### src/hw/rtl/websocket_frame_deframer_macros.svh
// Assertion helpers shared by the deframer RTL.
`ifndef WEBSOCKET_FRAME_DEFRAMER_MACROS_SVH
`define WEBSOCKET_FRAME_DEFRAMER_MACROS_SVH

`ifndef SYNTH
// same-cycle implication, disabled during reset
`define WSFD_ASSERT_IMP(label, clk, rst_n, ante, cons) \
    label: assert property (@(posedge clk) disable iff (!rst_n) (ante) |-> (cons)) \
        else $error("deframer check failed");
// next-cycle implication, disabled during reset
`define WSFD_ASSERT_NXT(label, clk, rst_n, ante, cons) \
    label: assert property (@(posedge clk) disable iff (!rst_n) (ante) |=> (cons)) \
        else $error("deframer check failed");
`else
`define WSFD_ASSERT_IMP(label, clk, rst_n, ante, cons)
`define WSFD_ASSERT_NXT(label, clk, rst_n, ante, cons)
`endif

`endif

### src/hw/rtl/wsfd_pkg.sv
package wsfd_pkg;

    // parse phases
    localparam logic [2:0] PH_HDR0 = 3'd0;
    localparam logic [2:0] PH_HDR1 = 3'd1;
    localparam logic [2:0] PH_MASK = 3'd2;
    localparam logic [2:0] PH_DATA = 3'd3;

    // byte kinds
    localparam logic [1:0] KIND_HEADER  = 2'd0;
    localparam logic [1:0] KIND_MASK    = 2'd1;
    localparam logic [1:0] KIND_PAYLOAD = 2'd2;

    // flag bit positions
    localparam int FL_NOT_FINAL = 0;
    localparam int FL_RESERVED  = 1;
    localparam int FL_NOT_TEXT  = 2;
    localparam int FL_UNMASKED  = 3;
    localparam int FL_EXT_LEN   = 4;

    localparam logic [3:0] OPCODE_TEXT = 4'd1;
    localparam logic [6:0] LEN_EXT16   = 7'd126;
    localparam logic [6:0] LEN_EXT64   = 7'd127;

    typedef struct packed {
        logic [1:0] byte_kind;
        logic [7:0] data_out;
        logic       frame_end;
        logic [4:0] error_flags;
    } wsfd_result_t;

endpackage

### src/hw/rtl/wsfd_parser.sv
`include "websocket_frame_deframer_macros.svh"

module wsfd_parser (
    input  logic                  clk,
    input  logic                  rst_n,
    input  logic                  en,
    input  logic [7:0]            rx_byte,
    output wsfd_pkg::wsfd_result_t result
);
    import wsfd_pkg::*;

    logic [2:0]      phase_reg,   phase_next;
    logic [3:0][7:0] key_reg,     key_next;
    logic [1:0]      key_pos_reg, key_pos_next;
    logic [6:0]      rem_reg,     rem_next;
    logic [4:0]      flags_reg,   flags_next;

    always_comb
    begin
        phase_next   = phase_reg;
        key_next     = key_reg;
        key_pos_next = key_pos_reg;
        rem_next     = rem_reg;
        flags_next   = flags_reg;
        result.byte_kind = KIND_HEADER;
        result.data_out  = rx_byte;
        result.frame_end = 1'b0;
        unique case (phase_reg)
            PH_HDR1:
            begin
                if (!rx_byte[7])
                    flags_next[FL_UNMASKED] = 1'b1;
                if (rx_byte[6:0] == LEN_EXT16 || rx_byte[6:0] == LEN_EXT64)
                    flags_next[FL_EXT_LEN] = 1'b1;
                rem_next     = rx_byte[6:0];
                key_pos_next = 2'd0;
                key_next     = '0;
                phase_next   = PH_MASK;
            end
            PH_MASK:
            begin
                result.byte_kind     = KIND_MASK;
                key_next[key_pos_reg] = rx_byte;
                key_pos_next         = key_pos_reg + 2'd1;
                if (key_pos_reg == 2'd3)
                begin
                    if (rem_reg == '0)
                    begin
                        result.frame_end = 1'b1;
                        phase_next       = PH_HDR0;
                    end
                    else
                        phase_next = PH_DATA;
                end
            end
            PH_DATA:
            begin
                result.byte_kind = KIND_PAYLOAD;
                result.data_out  = rx_byte ^ key_reg[key_pos_reg];
                key_pos_next     = key_pos_reg + 2'd1;
                if (rem_reg <= 7'd1)
                begin
                    rem_next         = '0;
                    result.frame_end = 1'b1;
                    phase_next       = PH_HDR0;
                end
                else
                    rem_next = rem_reg - 7'd1;
            end
            default:
            begin
                // first header byte: flags start afresh
                flags_next               = '0;
                flags_next[FL_NOT_FINAL] = ~rx_byte[7];
                flags_next[FL_RESERVED]  = |rx_byte[6:4];
                flags_next[FL_NOT_TEXT]  = (rx_byte[3:0] != OPCODE_TEXT);
                phase_next               = PH_HDR1;
            end
        endcase
        result.error_flags = flags_next;
    end

    always_ff @(posedge clk or negedge rst_n)
    begin
        if (!rst_n)
        begin
            phase_reg   <= PH_HDR0;
            key_reg     <= '0;
            key_pos_reg <= '0;
            rem_reg     <= '0;
            flags_reg   <= '0;
        end
        else if (en)
        begin
            phase_reg   <= phase_next;
            key_reg     <= key_next;
            key_pos_reg <= key_pos_next;
            rem_reg     <= rem_next;
            flags_reg   <= flags_next;
        end
    end

    `WSFD_ASSERT_IMP(a_phase_legal, clk, rst_n, 1'b1, phase_reg[2] == 1'b0)
    `WSFD_ASSERT_IMP(a_hdr_no_rem, clk, rst_n,
        phase_reg == PH_HDR0 || phase_reg == PH_HDR1, rem_reg == '0)
    `WSFD_ASSERT_NXT(a_key_done, clk, rst_n,
        en && phase_reg == PH_MASK && key_pos_reg == 2'd3,
        phase_reg == PH_HDR0 || phase_reg == PH_DATA)

endmodule

### src/hw/rtl/websocket_frame_deframer.sv
// WebSocket client frame deframer.
// Input stream (s_axis_*): one received byte per request, client-to-server
// direction. Each byte is classified as header, mask key or payload; payload
// bytes are XOR-unmasked with the rotating 4-byte key.
// Output stream (m_axis_*): one request per input byte. tdata carries the
// unmasked (or raw) byte and the frame's sticky error flags, tuser the byte
// kind, tlast marks the last byte of a frame.
// The output is registered: it turns valid in the cycle after the input accept.
// Throughput: 1 byte per cycle while the output is not stalled; the parse
// state is a single register stage updated by short logic on each accepted byte.
// Stall: the output register holds its request while m_axis_tready is low;
// the input is still taken in the same cycle the held request leaves, so a
// stalled receiver only pauses the input while the output is full.
// Reset: async active low; parsing restarts at the first header byte,
// key, length count and flags clear, output is empty.
// Extended length codes (126/127) flag an error but are used as the byte count.
`include "websocket_frame_deframer_macros.svh"

module websocket_frame_deframer (
    input  logic        clk,
    input  logic        rst_n,
    input  logic        s_axis_tvalid,
    output logic        s_axis_tready,
    input  logic [7:0]  s_axis_tdata,   // [7:0] rx_byte
    output logic        m_axis_tvalid,
    input  logic        m_axis_tready,
    output logic [15:0] m_axis_tdata,   // [7:0] data_out, [12:8] error_flags, [15:13] zero
    output logic [1:0]  m_axis_tuser,   // [1:0] byte_kind
    output logic        m_axis_tlast    // frame_end
);
    import wsfd_pkg::*;

    logic         accept;
    logic         out_valid_reg;
    wsfd_result_t res;
    wsfd_result_t out_reg;

    // new byte may enter whenever the output slot is empty or draining
    assign s_axis_tready = !out_valid_reg || m_axis_tready;
    assign accept        = s_axis_tvalid && s_axis_tready;

    wsfd_parser u_parser (
        .clk     (clk),
        .rst_n   (rst_n),
        .en      (accept),
        .rx_byte (s_axis_tdata),
        .result  (res)
    );

    always_ff @(posedge clk or negedge rst_n)
    begin
        if (!rst_n)
            out_valid_reg <= 1'b0;
        else if (accept)
            out_valid_reg <= 1'b1;
        else if (m_axis_tready)
            out_valid_reg <= 1'b0;
    end

    // payload register, no reset needed
    always_ff @(posedge clk)
    begin
        if (accept)
            out_reg <= res;
    end

    assign m_axis_tvalid = out_valid_reg;
    assign m_axis_tdata  = {3'b000, out_reg.error_flags, out_reg.data_out};
    assign m_axis_tuser  = out_reg.byte_kind;
    assign m_axis_tlast  = out_reg.frame_end;

    `WSFD_ASSERT_IMP(a_kind_legal, clk, rst_n, m_axis_tvalid,
        m_axis_tuser == KIND_HEADER || m_axis_tuser == KIND_MASK ||
        m_axis_tuser == KIND_PAYLOAD)
    `WSFD_ASSERT_IMP(a_end_kind, clk, rst_n, m_axis_tvalid && m_axis_tlast,
        m_axis_tuser == KIND_MASK || m_axis_tuser == KIND_PAYLOAD)
    `WSFD_ASSERT_NXT(a_accept_fills, clk, rst_n, accept, m_axis_tvalid)

endmodule
### config.mk
export PLATFORM = sky130hd
export DESIGN_NAME = websocket_frame_deframer
export DESIGN_NICKNAME = d
export VERILOG_FILES = /design/src/hw/rtl/wsfd_pkg.sv /design/src/hw/rtl/wsfd_parser.sv /design/src/hw/rtl/websocket_frame_deframer.sv
export VERILOG_INCLUDE_DIRS = /design/src /design/src/hw/rtl
export SDC_FILE = /design/constraint.sdc
export NUM_CORES = 1
export LEC_CHECK = 0
export BUFFER_PORTS_ARGS = -buffer_cell sky130_fd_sc_hd__buf_4
export CAP_MARGIN = 0
export CORE_MARGIN = 2
export CORE_UTILIZATION = 48
export DETAILED_ROUTE_END_ITERATION = 8
export PLACE_DENSITY = 0.67
export REMOVE_ABC_BUFFERS = 1
export SYNTH_ARGS = -nofsm -noshare
export SYNTH_HDL_FRONTEND = slang
export SYNTH_SLANG_ARGS = --single-unit
### constraint.sdc
create_clock -name clk -period 4.6 [get_ports clk]
set_clock_uncertainty 0.15 [all_clocks]
set_input_delay 0.23 -clock clk [delete_from_list [all_inputs] [get_ports clk]]
set_output_delay 0.23 -clock clk [all_outputs]
set_load 0.05 [all_outputs]
==> out/qor.yml <==
fin_nets: 395
row_count: 31
start_util: 0.496
arrival_ns: 2.64
regToRegSetupSlack_ns: 2.07
yosysSeqAreaShare: 0.477
reg2reg_to: "u_parser.rem_reg[6]"
ys_types: 44
route.vias.total: 2773
min_to: "u_parser.rem_reg[2]"
finalSetupTns_ns: 0
synth_top_area_frac: 0.343
placed_area_sq_um: 3780
finalWirelength_mm: 8.15
cts_max_path_buffers: 2
synth_area_sq_um: 3580
power_density_nw_per_um2: 692
rr_startpoint: "u_parser.phase_reg[0]"
p_leak_nw: 1.67
fmax_mhz: 395
ys_warn_count: 0
hold_viol_final: 0
drc: 0
grt.total_usage: 0.209
ys_async_sr_fraction: 0.754
wl_per_cell_um: 17.1
slew_violations: 0
largest_reg_flops: 32
synth_edf_count: 16
io_buffers: 29
grt_pass1_wl_mm: 13.7
antenna_found_initial: 0
dp_slack_ns: 2.11
timing.final.crit_share: 0.551
drv_cap: 0
crit_type: "flop to flop"
cp_slowest_cell: "ha_1"
via_per_inst: 5.81
drive_gt1_frac: 0.159
post-route-util: 0.554
crit_chain: "ha_1 > inv_1 > nor4_1 > a31oi_1 > o21ai_0"
synthTopCellsByArea: "dfrtp_1, edfxtp_1, a22o_1, nand2_1, o22ai_1"
cts_tree: "done"
area_growth_pct: 11.7
grt-ovfl-total: 0
maxSlewHeadroom: 0.388
clk_latency_ns: 0.34
grt_pass1_vias: 2685
fin_crit_ns: 2.53
numCtsBuffers: 9
design_area_sq_um: 3990
cts_setup_buffers: 0
whs_path_depth: 3
status: "complete, no violations"
start_kind: "flop"
core_sq_um: 7210
root_buffer: "clkbuf_8"
max_stage_delay_ns: 0.79
cts.clk_slew.worst_paths_ns: 0.08
cts-htree-levels: 3
worst_pin_slew_ns: 0.918
drt_iter0_markers: 225
worstPathMaxFanout: 21
pin_count: 33
ir_drop_mv: 0.260
die_w_um: 90.3
r2r_cells: 5
grt_max_degree: 65
die_area_sq_um: 8160
dpl.hpwl_mm: 4.95
setup_violations: 0
yosysTopAreaCell: "dfrtp_1"
die_h_um: 90.3
synth_flop_cell: "dfrtp_1"
clock-sinks: 65
dr.pass1.iters: 4
place.gp.congestion: 0.804
setup_slack_ns: 2.07
postSynthAreaPerCell_sq_um: 9.77
cp-end-kind: "flop"
required_ns: 4.71
synthCells: 366
min_path_type: "primary input to flop"
ant_nets: 0
worstHoldStart: "s_axis_tdata[2]"
antennaDiodeCount: 0
rsz0062_at_grt: "no"
synth-seq-cells: 65
layer usage:
| metal | part of all wire | GRT usage |
|---|---|---|
| met3 | 0.052 | 0.0367 |
| met1 | 0.46 | 0.291 |
| met2 | 0.48 | 0.333 |
| met5 | 0 | 0 |
| met4 | 0.012 | 0.0731 |
cell usage in the layout, fill, tap and decap left out, types with 3 or more instances in the layout:
cell        instances
a21oi_1             6
clkinvlp_4          3
a31oi_1             5
ha_1                9
nand3_1             3
xnor2_1             8
nor3_1              4
edfxtp_1           16
nand2_1            54
nand2b_1            5
mux4_2              8
inv_1              43
buf_4              30
a22o_1             34
nor2_1             10
conb_1              3
o22ai_1            32
dfrtp_1            49
clkbuf_8            9
o21ai_0             9
layout make-up:
type                    instances  area [sq um]
inverters                      44           165
clock inverters                 7          71.3
multi-input cells             221          1560
flip-flops and latches         65          1710
repair buffers                 32           245
fillers                       672          3220
clock buffers                   9           124
well taps                      99           124
logic make-up after synthesis:
logic type,synth area share
muxes,0.0591
DFF,0.477
other,0.00105
xor gates and xnor gates,0.0196
buffers and inverters,0.0913
AOI/OAI and AO/OA,0.216
adders and majority gates,0.0350
and+or+nand+nor,0.101
critical path: cells and delay by family (launching register included):
family,cells,cell delay (ns)
compound gates,2,0.25
fa+ha+maj,1,0.79
simple gates,1,0.46
flops,1,0.43
buf+inv,1,0.38
metrics by stage:
step	power, mW	hold WS [ns]	instances
2_1_floorplan	1.94	-0.216	330
3_3_place_gp	2.22	0.159	459
3_5_place_dp	2.27	0.152	459
4_1_cts	2.76	0.0710	477
5_1_grt	2.96	0.0924	477
6_report	2.76	0.0734	477
how the worst max path moves through the flow:
stage / from / to / slack (ns)
after floorplan: m_axis_tvalid / u_parser.key_reg[0] / 1.40
after global placement: m_axis_tready / u_parser.phase_reg[0] / 2.19
after detailed placement: m_axis_tready / u_parser.phase_reg[1] / 2.11
after CTS: u_parser.phase_reg[1] / u_parser.rem_reg[6] / 2.14
after global routing: m_axis_tvalid / u_parser.phase_reg[1] / 1.92
final: u_parser.phase_reg[0] / u_parser.rem_reg[6] / 2.07
what timing repair did:
item                                   in CTS  in global routing
hold buffers                                2                  0
resized for setup                           0                  0
endpoints found under the hold margin      50                  0
power by group:
part,internal (mW),switching [mW]
sequential,0.830,0.213
clock,0.249,0.239
combinational,0.516,0.715
synthesized netlist by cell type (all sizes together) (2+ instances only):
master  count
edfxtp     16
xnor2       8
nor2       10
buf        12
a41oi       2
nand2      54
a22o       34
a31oi       5
ha         10
dfrtp      49
nand3       4
o41ai       2
nor3        4
or4         2
inv        43
nand2b      5
mux2i       2
clkbuf     26
o21bai      2
a21oi       6
o31ai       3
o21ai      11
mux4        8
o22ai      32
Note: power is estimated with default switching activity, not from simulation.
